$ cat config.mk
export PLATFORM = sky130hd
export DESIGN_NAME = cepe_queue
export DESIGN_NICKNAME = d
export VERILOG_FILES = /design/src/rtl/assert_macros.svh /design/src/rtl/cepe_pkg.sv /design/src/rtl/cepe_queue.sv
export SDC_FILE = /design/constraint.sdc
export NUM_CORES = 1
export LEC_CHECK = 0
export BUFFER_PORTS_ARGS = -buffer_cell sky130_fd_sc_hd__clkbuf_2
export CAP_MARGIN = 10
export CELL_PAD_IN_SITES_DETAIL_PLACEMENT = 0
export CELL_PAD_IN_SITES_GLOBAL_PLACEMENT = 1
export CORE_ASPECT_RATIO = 0.6
export CORE_MARGIN = 4
export CORE_UTILIZATION = 39
export CTS_CLUSTER_DIAMETER = 80
export DETAILED_ROUTE_END_ITERATION = 7
export PLACE_DENSITY = 0.79
export SKIP_CTS_REPAIR_TIMING = 1
export SLEW_MARGIN = 20
export SYNTH_ARGS = -nofsm -noshare
export SYNTH_HDL_FRONTEND = slang
export SYNTH_SLANG_ARGS = --single-unit
$ cat constraint.sdc
create_clock -name clk -period 3.7 [get_ports clk]
set_clock_uncertainty 0.05 [all_clocks]
set_input_delay 0.74 -clock clk [delete_from_list [all_inputs] [get_ports clk]]
set_output_delay 0.74 -clock clk [all_outputs]
set_load 0.02 [all_outputs]
$ cat src/rtl/assert_macros.svh
// Assertion macros for the RTL of the parity encoder.
// Every macro samples on clk and is disabled while rst_n is low.
`ifndef ASSERT_MACROS_SVH
`define ASSERT_MACROS_SVH

// The property must hold at every clock edge.
`define ASSERT_HOLDS(lbl, prop, msg) \
    lbl: assert property (@(posedge clk) disable iff (!rst_n) (prop)) else $error(msg);

// When the trigger holds, the consequence must hold in the following cycle.
`define ASSERT_NEXT(lbl, trig, cons, msg) \
    lbl: assert property (@(posedge clk) disable iff (!rst_n) (trig) |=> (cons)) else $error(msg);

`endif

$ cat src/rtl/cepe_pkg.sv
// Shared types, constants and GF(2^8) helpers for the Cauchy parity encoder.
// No dependencies; every other .sv file in this folder uses this package.
`timescale 1ns / 1ps

package cepe_pkg;

    localparam int ROWS = 4;
    localparam int ROW_W = 2;
    localparam int SYMBOL_BYTES = 2048;
    localparam int OFF_W = $clog2(SYMBOL_BYTES);
    localparam int LEN_W = OFF_W + 1;
    localparam int CFG_IDX_W = 1;
    localparam logic [8:0] FIELD_POLY = 9'h11D;
    localparam logic [8:0] MAX_GROUP = 9'd254;

    localparam logic [CFG_IDX_W-1:0] REG_NUM_DATA = 1'b0;
    localparam logic [CFG_IDX_W-1:0] REG_NUM_PARITY = 1'b1;

    localparam logic CMD_ACCUMULATE = 1'b0;
    localparam logic CMD_READ = 1'b1;

    typedef enum logic [1:0] {
        STATUS_OK = 2'd0,
        STATUS_RANGE = 2'd1,
        STATUS_CONFIG = 2'd2
    } status_t;

    typedef struct packed {
        logic                  command;
        logic [OFF_W-1:0]      offset;
        logic [7:0]            data;
        logic [ROW_W-1:0]      row;
        status_t               status;
        logic [ROWS-1:0]       row_mask;
        logic [ROWS-1:0][7:0]  coeff;
    } item_t;

    typedef logic [255:0][7:0] inv_table_t;

    function automatic logic [7:0] gf_mul(input logic [7:0] x, input logic [7:0] y);
        logic [8:0] a;
        logic [7:0] acc;
        begin
            a = {1'b0, x};
            acc = 8'd0;
            for (int n = 0; n < 8; n++)
            begin
                if (y[n])
                begin
                    acc = acc ^ a[7:0];
                end
                a = {a[7:0], 1'b0};
                if (a[8])
                begin
                    a = a ^ FIELD_POLY;
                end
            end
            return acc;
        end
    endfunction

    function automatic logic [7:0] gf_inv(input logic [7:0] x);
        logic [7:0] result;
        logic [7:0] base;
        logic [7:0] expo;
        begin
            result = 8'd1;
            base = x;
            expo = 8'd254;
            for (int n = 0; n < 8; n++)
            begin
                if (expo[n])
                begin
                    result = gf_mul(result, base);
                end
                base = gf_mul(base, base);
            end
            if (x == 8'd0)
            begin
                result = 8'd0;
            end
            return result;
        end
    endfunction

    function automatic inv_table_t build_inv_table();
        inv_table_t t;
        begin
            for (int i = 0; i < 256; i++)
            begin
                t[i] = gf_inv(8'(i));
            end
            return t;
        end
    endfunction

    localparam inv_table_t INV_TABLE = build_inv_table();

endpackage

$ cat src/rtl/cepe_queue.sv
// Two-entry queue of classified items between the front and back ends.
// Depends on cepe_pkg for the item layout.
`timescale 1ns / 1ps

module cepe_queue
(
    input  logic            clk,
    input  logic            rst_n,
    input  logic            push,
    input  cepe_pkg::item_t push_item,
    input  logic            pop,
    output cepe_pkg::item_t head,
    output logic            full,
    output logic            empty
);

    cepe_pkg::item_t entry_reg [2];
    logic       wr_ptr_reg;
    logic       rd_ptr_reg;
    logic [1:0] count_reg;
    logic [1:0] count_next;

    assign full = (count_reg == 2'd2);
    assign empty = (count_reg == 2'd0);
    assign head = entry_reg[rd_ptr_reg];

    always_comb
    begin
        count_next = count_reg;
        if (push && !pop)
        begin
            count_next = count_reg + 2'd1;
        end
        else if (pop && !push)
        begin
            count_next = count_reg - 2'd1;
        end
    end

    always_ff @(posedge clk or negedge rst_n)
    begin
        if (!rst_n)
        begin
            wr_ptr_reg <= 1'b0;
            rd_ptr_reg <= 1'b0;
            count_reg <= 2'd0;
        end
        else
        begin
            count_reg <= count_next;
            if (push)
            begin
                wr_ptr_reg <= !wr_ptr_reg;
            end
            if (pop)
            begin
                rd_ptr_reg <= !rd_ptr_reg;
            end
        end
    end

    always_ff @(posedge clk)
    begin
        if (push)
        begin
            entry_reg[wr_ptr_reg] <= push_item;
        end
    end

endmodule

==> results.json, run 1 <==
{
  "outcome": "complete, no violations",
  "insertion_delay_ns": 0.40,
  "power.share.clock_pct": 30.9,
  "total_of_buffers_placed_on_input_and_output_ports": 125,
  "final-instance-count-excl-fill": 521,
  "timing.final.crit_period_ns": 2.98,
  "power_density_nw_per_um2": 849,
  "sequentialPowerShare_pct": 39.4,
  "unrepaired_setup_endpoints_after_global_routing": "false",
  "ys_ff_latch": 124,
  "crit_slowest_cell": "sky130_fd_sc_hd__dfrtp_4",
  "max_reg_flops": 120,
  "totalPowerFinal_mw": 5.22,
  "core_area_sq_um": 12100,
  "drcViolationCount": 0,
  "synth.distinct_cells": 13,
  "path_cells": "buf_4, mux2_4, clkbuf_2",
  "postRouteWirelength_um": 8530,
  "worstHoldPathType": "in -> async",
  "grt_antenna_before_repair": 0,
  "tightestPinTransition_ns": 0.820,
  "synth_top_family_by_area": "multiplexers",
  "power.internal_mw": 3.64,
  "synthXorXnorAreaFrac_pct": 0.909,
  "final_common_cell": "sky130_fd_sc_hd__clkbuf_2",
  "crit_arrival_ns": 2.19,
  "chipHeight_um": 94.1,
  "nNetsFinal": 409,
  "startpoint_type": "flip-flop",
  "tritoncts.num_buffers": 17,
  "layout.core_utilization_pct": 51.0,
  "relSlewSlack_pct": 45.4,
  "drt_pass1_iterations": 4,
  "cts_htree_levels": 4,
  "fp-row-count": 31,
  "netlist_area_sq_um": 4820,
  "critical_path_required_ns": 2.91,
  "crit_fanout": 35,
  "synth_nets": 268,
  "postSynthAreaPerCell_sq_um": 23.7,
  "synthSimpleGateAreaFrac_pct": 0.545,
  "die_width_um": 151,
  "yosys_warnings": 0,
  "holdWs_ns": 0.0871,
  "grt_remaining_overflow": 0,
  "final_cell_mix": "sky130_fd_sc_hd__clkbuf_2, sky130_fd_sc_hd__edfxtp_1, sky130_fd_sc_hd__mux2_4",
  "post_route_cells_drive_above_1_share_pct": 61.8,
  "rr_worst_depth": 2,
  "place.detailed.instances": 490,
  "floorplan.die_area_sq_um": 14300,
  "drt_first_iter_violations": 58,
  "seq_total_area_yosys_pct": 76.9,
  "areaGrowthSynthToFinish_pct": 27.7,
  "timing_max_transition_violations_final": 0,
  "fin_setup_tns_ns": 0,
  "cellLeakagePower_nw": 2.53,
  "detail-route-antenna-nets": 0,
  "synth.area.mux_share_pct": 18.6,
  "antenna-diode-count": 0,
  "hpwl_um": 5660,
  "clk_pin_slew_worst_paths_ns": 0.05,
  "detail_route.vias_per_cell": 4.44,
  "synthAdderAreaFrac_pct": 0.260,
  "grt_pass1_vias": 2541,
  "netSwitchingPower_mw": 1.58,
  "grt_first_pass_wirelength_um": 12800,
  "initial_utilization_pct": 39.9,
  "crit_cells": 3,
  "switching_portion_of_total_power_pct": 30.2,
  "worst-setup-path-type": "reg -> out",
  "netlist_instances": 203,
  "i_o_pin_total": 126,
  "tritoncts": "yes",
  "cts_root_buf": "sky130_fd_sc_hd__clkbuf_16",
  "ir_worst_vdd_mv": 0.357,
  "routabilityCongestion": 0.716,
  "cts_sinks": 124,
  "maxCapViolCount": 0,
  "critical_path.n_buffers_inverters": 2,
  "finalSetupViolCount": 0,
  "critPathMaxStageDelay_ns": 0.87,
  "grt_start_max_net_pins": 61,
  "pwr-share-comb_pct": 29.7,
  "finalHoldViolCount": 0,
  "clock_path_buffers": 2,
  "top_achievable_clock_speed_ghz": 0.335,
  "wire_per_inst_um": 16.4,
  "path_delay_family": "flip-flops",
  "synth-compound-area-share_pct": 0,
  "grt.total_usage_pct": 12.3,
  "fin_crit_sh_pct": 80.6,
  "via_count": 2312,
  "critPathCaptureType": "primary output"
}
worst paths after layout:
kind | start | endpoint | slack, ns
max in group asynchronous | rst_n | rd_ptr_reg$_DFFE_PN0P_ | 3.37
worst min register to register | count_reg[1]$_DFFE_PN0P_ | count_reg[1]$_DFFE_PN0P_ | 0.44
worst min-delay path | rst_n | count_reg[1]$_DFFE_PN0P_ | 0.09
min in group clk | count_reg[1]$_DFFE_PN0P_ | count_reg[1]$_DFFE_PN0P_ | 0.44
worst max-delay path | rd_ptr_reg$_DFFE_PN0P_ | head[13] | 0.72
worst max register to register | wr_ptr_reg$_DFFE_PN0P_ | entry_reg[1][45]$_DFFE_PP_ | 1.92
synthesized netlist by cell type, drive strengths merged:
library cell	number	area, sq um
edfxtp	120	3600
mux2	60	897
buf	7	131
dfrtp	4	100
xor2	4	35.0
nor2	2	7.51
nor2b	2	12.5
and2	1	6.26
ha	1	12.5
inv	1	3.75
xnor2	1	8.76
cell families after synthesis:
| logic type | after synthesis |
|---|---|
| fa+ha+maj | 1 |
| simple gates | 5 |
| flops | 124 |
| mux | 60 |
| xor+xnor | 5 |
| buf+inv | 8 |
layout make-up:
cell class	count	area, sq um
Clock inverter	13	150
Inverter	1	3.75
Timing Repair Buffer	129	668
Multi-Input combinational cell	71	988
Tap cell	165	206
Clock buffer	18	429
Sequential cell	124	3710
Fill cell	1005	5910
power by group through the flow:
stage | registers [mW] | logic, mW | clock network, mW
finish | 2.06 | 1.55 | 1.61
global route | 2.09 | 1.65 | 1.72
CTS | 2.07 | 1.58 | 1.65
detailed placement | 2.09 | 1.58 | 0
global placement | 2.08 | 1.56 | 0
floorplan | 1.96 | 1.35 | 0
per-stage QoR:
step / setup slack [ns] / cell area (sq um)
after floorplan: 0.903 / 4820
after global placement: 1.17 / 5570
after detailed placement: 1.12 / 5570
after CTS: 0.678 / 6150
after global routing: 0.621 / 6150
final: 0.719 / 6150
routing by layer:
metal  up-vias  global-route usage (%)  wire length, um
met3        10                    6.17              782
li1       1079                       -                -
met1      1127                    15.9             3980
met4         0                    4.93              115
met2        96                    17.5             3650
met5         -                       0                0
(Power assumes the default switching activity.)
==> inputs of run 2 (changes only) <==
- ABC_AREA: default -> 1
- PLACE_DENSITY: 0.79 -> 0.77
- clock period: 3.7 -> 3.1 ns (I/O delays scaled with it)
==> results.json, run 2 <==
{
  "outcome": "complete, no violations",
  "grt_first_pass_wirelength_um": 13100,
  "drt_pass1_iterations": 4,
  "setup_ws_ns": 0.344,
  "power_density_nw_per_um2": 1010,
  "path_cells": "buf_12, mux2_4, clkbuf_2",
  "ys.flop_type": "sky130_fd_sc_hd__edfxtp_1",
  "total_of_buffers_placed_on_input_and_output_ports": 125,
  "critPathCaptureType": "primary output",
  "count_leader_synth": "sky130_fd_sc_hd__edfxtp_1",
  "crit_path_start": "rd_ptr_reg$_DFFE_PN0P_",
  "grt_start_max_net_pins": 32,
  "detail-route-antenna-nets": 0,
  "grt_antenna_before_repair": 0,
  "i_o_pin_total": 126,
  "ys_ff_latch": 124,
  "chipHeight_um": 94.3,
  "crit_slowest_cell": "sky130_fd_sc_hd__dfrtp_4",
  "floorplan.die_area_sq_um": 14300,
  "startpoint_type": "flip-flop",
  "critical_path_required_ns": 2.43,
  "wire_per_inst_um": 16.5,
  "fin_crit_sh_pct": 88.9,
  "post-synth-top-area-cell": "sky130_fd_sc_hd__edfxtp_1",
  "insertion_delay_ns": 0.40,
  "postRouteWirelength_um": 8790,
  "areaGrowthSynthToFinish_pct": 28.7,
  "finalSetupViolCount": 0,
  "synth-async-reset-ratio_pct": 3.23,
  "timing.final.crit_period_ns": 2.76,
  "final_cell_mix": "sky130_fd_sc_hd__clkbuf_2, sky130_fd_sc_hd__edfxtp_1, sky130_fd_sc_hd__mux2_4",
  "die_width_um": 152,
  "grt_remaining_overflow": 0,
  "detail_route.vias_per_cell": 4.47,
  "crit_cells": 3,
  "cellLeakagePower_nw": 2.57,
  "synthTopCellsByCount": "sky130_fd_sc_hd__edfxtp_1, sky130_fd_sc_hd__mux2_4, sky130_fd_sc_hd__inv_1, sky130_fd_sc_hd__buf_12, sky130_fd_sc_hd__nand2_1",
  "hold_start": "push_item[40]",
  "worst-setup-path-type": "reg -> out",
  "yosys_top_cell_area_share_pct": 74.5,
  "drcViolationCount": 0,
  "initial_utilization_pct": 40.0,
  "synth.distinct_cells": 14,
  "crit_arrival_ns": 2.09,
  "synth.top_cells.by_area": "sky130_fd_sc_hd__edfxtp_1, sky130_fd_sc_hd__mux2_4, sky130_fd_sc_hd__buf_12",
  "critical_path.n_buffers_inverters": 2,
  "worstHoldPathType": "in -> reg",
  "tightestPinTransition_ns": 0.716,
  "synth_edf_count": 120,
  "post_route_cells_drive_above_1_share_pct": 60.2,
  "preCtsSetupSlack_ns": 0.754,
  "num-fill-cells": 1023,
  "clock_path_buffers": 2,
  "post_dp_cell_area_sq_um": 5620,
  "path_delay_family": "flip-flops",
  "via_count": 2380,
  "drt_first_iter_violations": 115,
  "tritoncts": "yes",
  "grt.total_usage_pct": 12.6,
  "tritoncts.num_buffers": 17,
  "core_area_sq_um": 12100,
  "fin_area_sq_um": 6220,
  "postSynthAreaPerCell_sq_um": 22.8,
  "relSlewSlack_pct": 52.1,
  "cts_htree_levels": 4,
  "fp-row-count": 31,
  "crit_fanout": 31,
  "cts_sinks": 124,
  "timing.reg2reg.setup_slack_ns": 1.40,
  "maxCapViolCount": 0,
  "nNetsFinal": 419,
  "top_achievable_clock_speed_ghz": 0.363,
  "netlist_instances": 212,
  "timing.rr.end": "entry_reg[1][20]$_DFFE_PP_",
  "unrepaired_setup_endpoints_after_global_routing": "false",
  "critPathMaxStageDelay_ns": 0.80,
  "yosys_warnings": 0,
  "final_common_cell": "sky130_fd_sc_hd__clkbuf_2",
  "seq_total_area_yosys_pct": 76.5,
  "netlist_area_sq_um": 4840,
  "routabilityCongestion": 0.719,
  "timing_max_transition_violations_final": 0,
  "antenna-diode-count": 0,
  "critPathCapture": "head[50]",
  "cts_root_buf": "sky130_fd_sc_hd__clkbuf_16",
  "rr_worst_depth": 3,
  "layout.core_utilization_pct": 51.4,
  "synth_nets": 277,
  "ir_worst_vdd_mv": 0.433,
  "fin_setup_tns_ns": 0,
  "max_reg_flops": 120,
  "clk_pin_slew_worst_paths_ns": 0.06,
  "grt_pass1_vias": 2424,
  "worstReg2RegStart": "wr_ptr_reg$_DFFE_PN0P_",
  "finalHoldViolCount": 0
}
## run 2: cell types whose count changed after synthesis, sizes merged
cell,change
nand4,+1
inv,+6
nand3,+1
xor2,-2
nor2,+1
and2,-1
nor2b,-2
nand2,+5
## run 2: per-layer routing
metal | part of all wire, % | global-route usage (%)
met1 | 46 | 15.9
met2 | 42 | 18.4
met3 | 11 | 6.85
met4 | 0.86 | 4.71
met5 | 0 | 0
## run 2: worst min path at each step
stage,cells after the start,slack [ns],endpoint
5_1_grt,1,0.33,entry_reg[1][40]$_DFFE_PP_
6_report,1,0.36,entry_reg[1][40]$_DFFE_PP_
2_1_floorplan,0,0.27,count_reg[0]$_DFFE_PN0P_
4_1_cts,1,-0.04,rd_ptr_reg$_DFFE_PN0P_
3_3_place_gp,1,0.39,count_reg[1]$_DFFE_PN0P_
3_5_place_dp,1,0.39,count_reg[1]$_DFFE_PN0P_
## run 2: where the power goes
part / internal (mW) / switching [mW]
registers: 2.23 / 0.200
logic: 0.886 / 1.04
clock network: 1.26 / 0.700
## run 2: cells by family after synthesis
group	Yosys count	share of synthesized area, %
flip-flops	124	76.5
multiplexers	60	18.5
XOR/XNOR	3	0.543
buffers and inverters	14	3.26
AND/OR/NAND/NOR	10	0.853
adder cells (fa/ha/maj)	1	0.259
## run 2: worst reg2reg max path, cell delays in order, from the launching register on
cell and delay, ns:
sky130_fd_sc_hd__dfrtp_1 0.41, sky130_fd_sc_hd__nand2_1 0.08, sky130_fd_sc_hd__inv_2 0.51, sky130_fd_sc_hd__buf_12 0.31
## run 2: cell type report
type | count | area [sq um] | share of cell area (%)
Sequential cell | 124 | 3710 | 59.6
Timing Repair Buffer | 130 | 703 | 11.3
Clock inverter | 15 | 171 | 2.75
Tap cell | 165 | 206 | 3.32
Clock buffer | 17 | 425 | 6.83
Multi-Input combinational cell | 74 | 985 | 15.8
Inverter | 7 | 26.3 | 0.422
## run 2: stage by stage
stage / cells / total power, mW / hold slack [ns]
after global routing: 532 / 6.60 / 0.335
after floorplan: 212 / 3.96 / 0.274
after CTS: 531 / 6.40 / -0.0378
after detailed placement: 499 / 4.42 / 0.393
final: 532 / 6.32 / 0.356
after global placement: 499 / 4.40 / 0.388
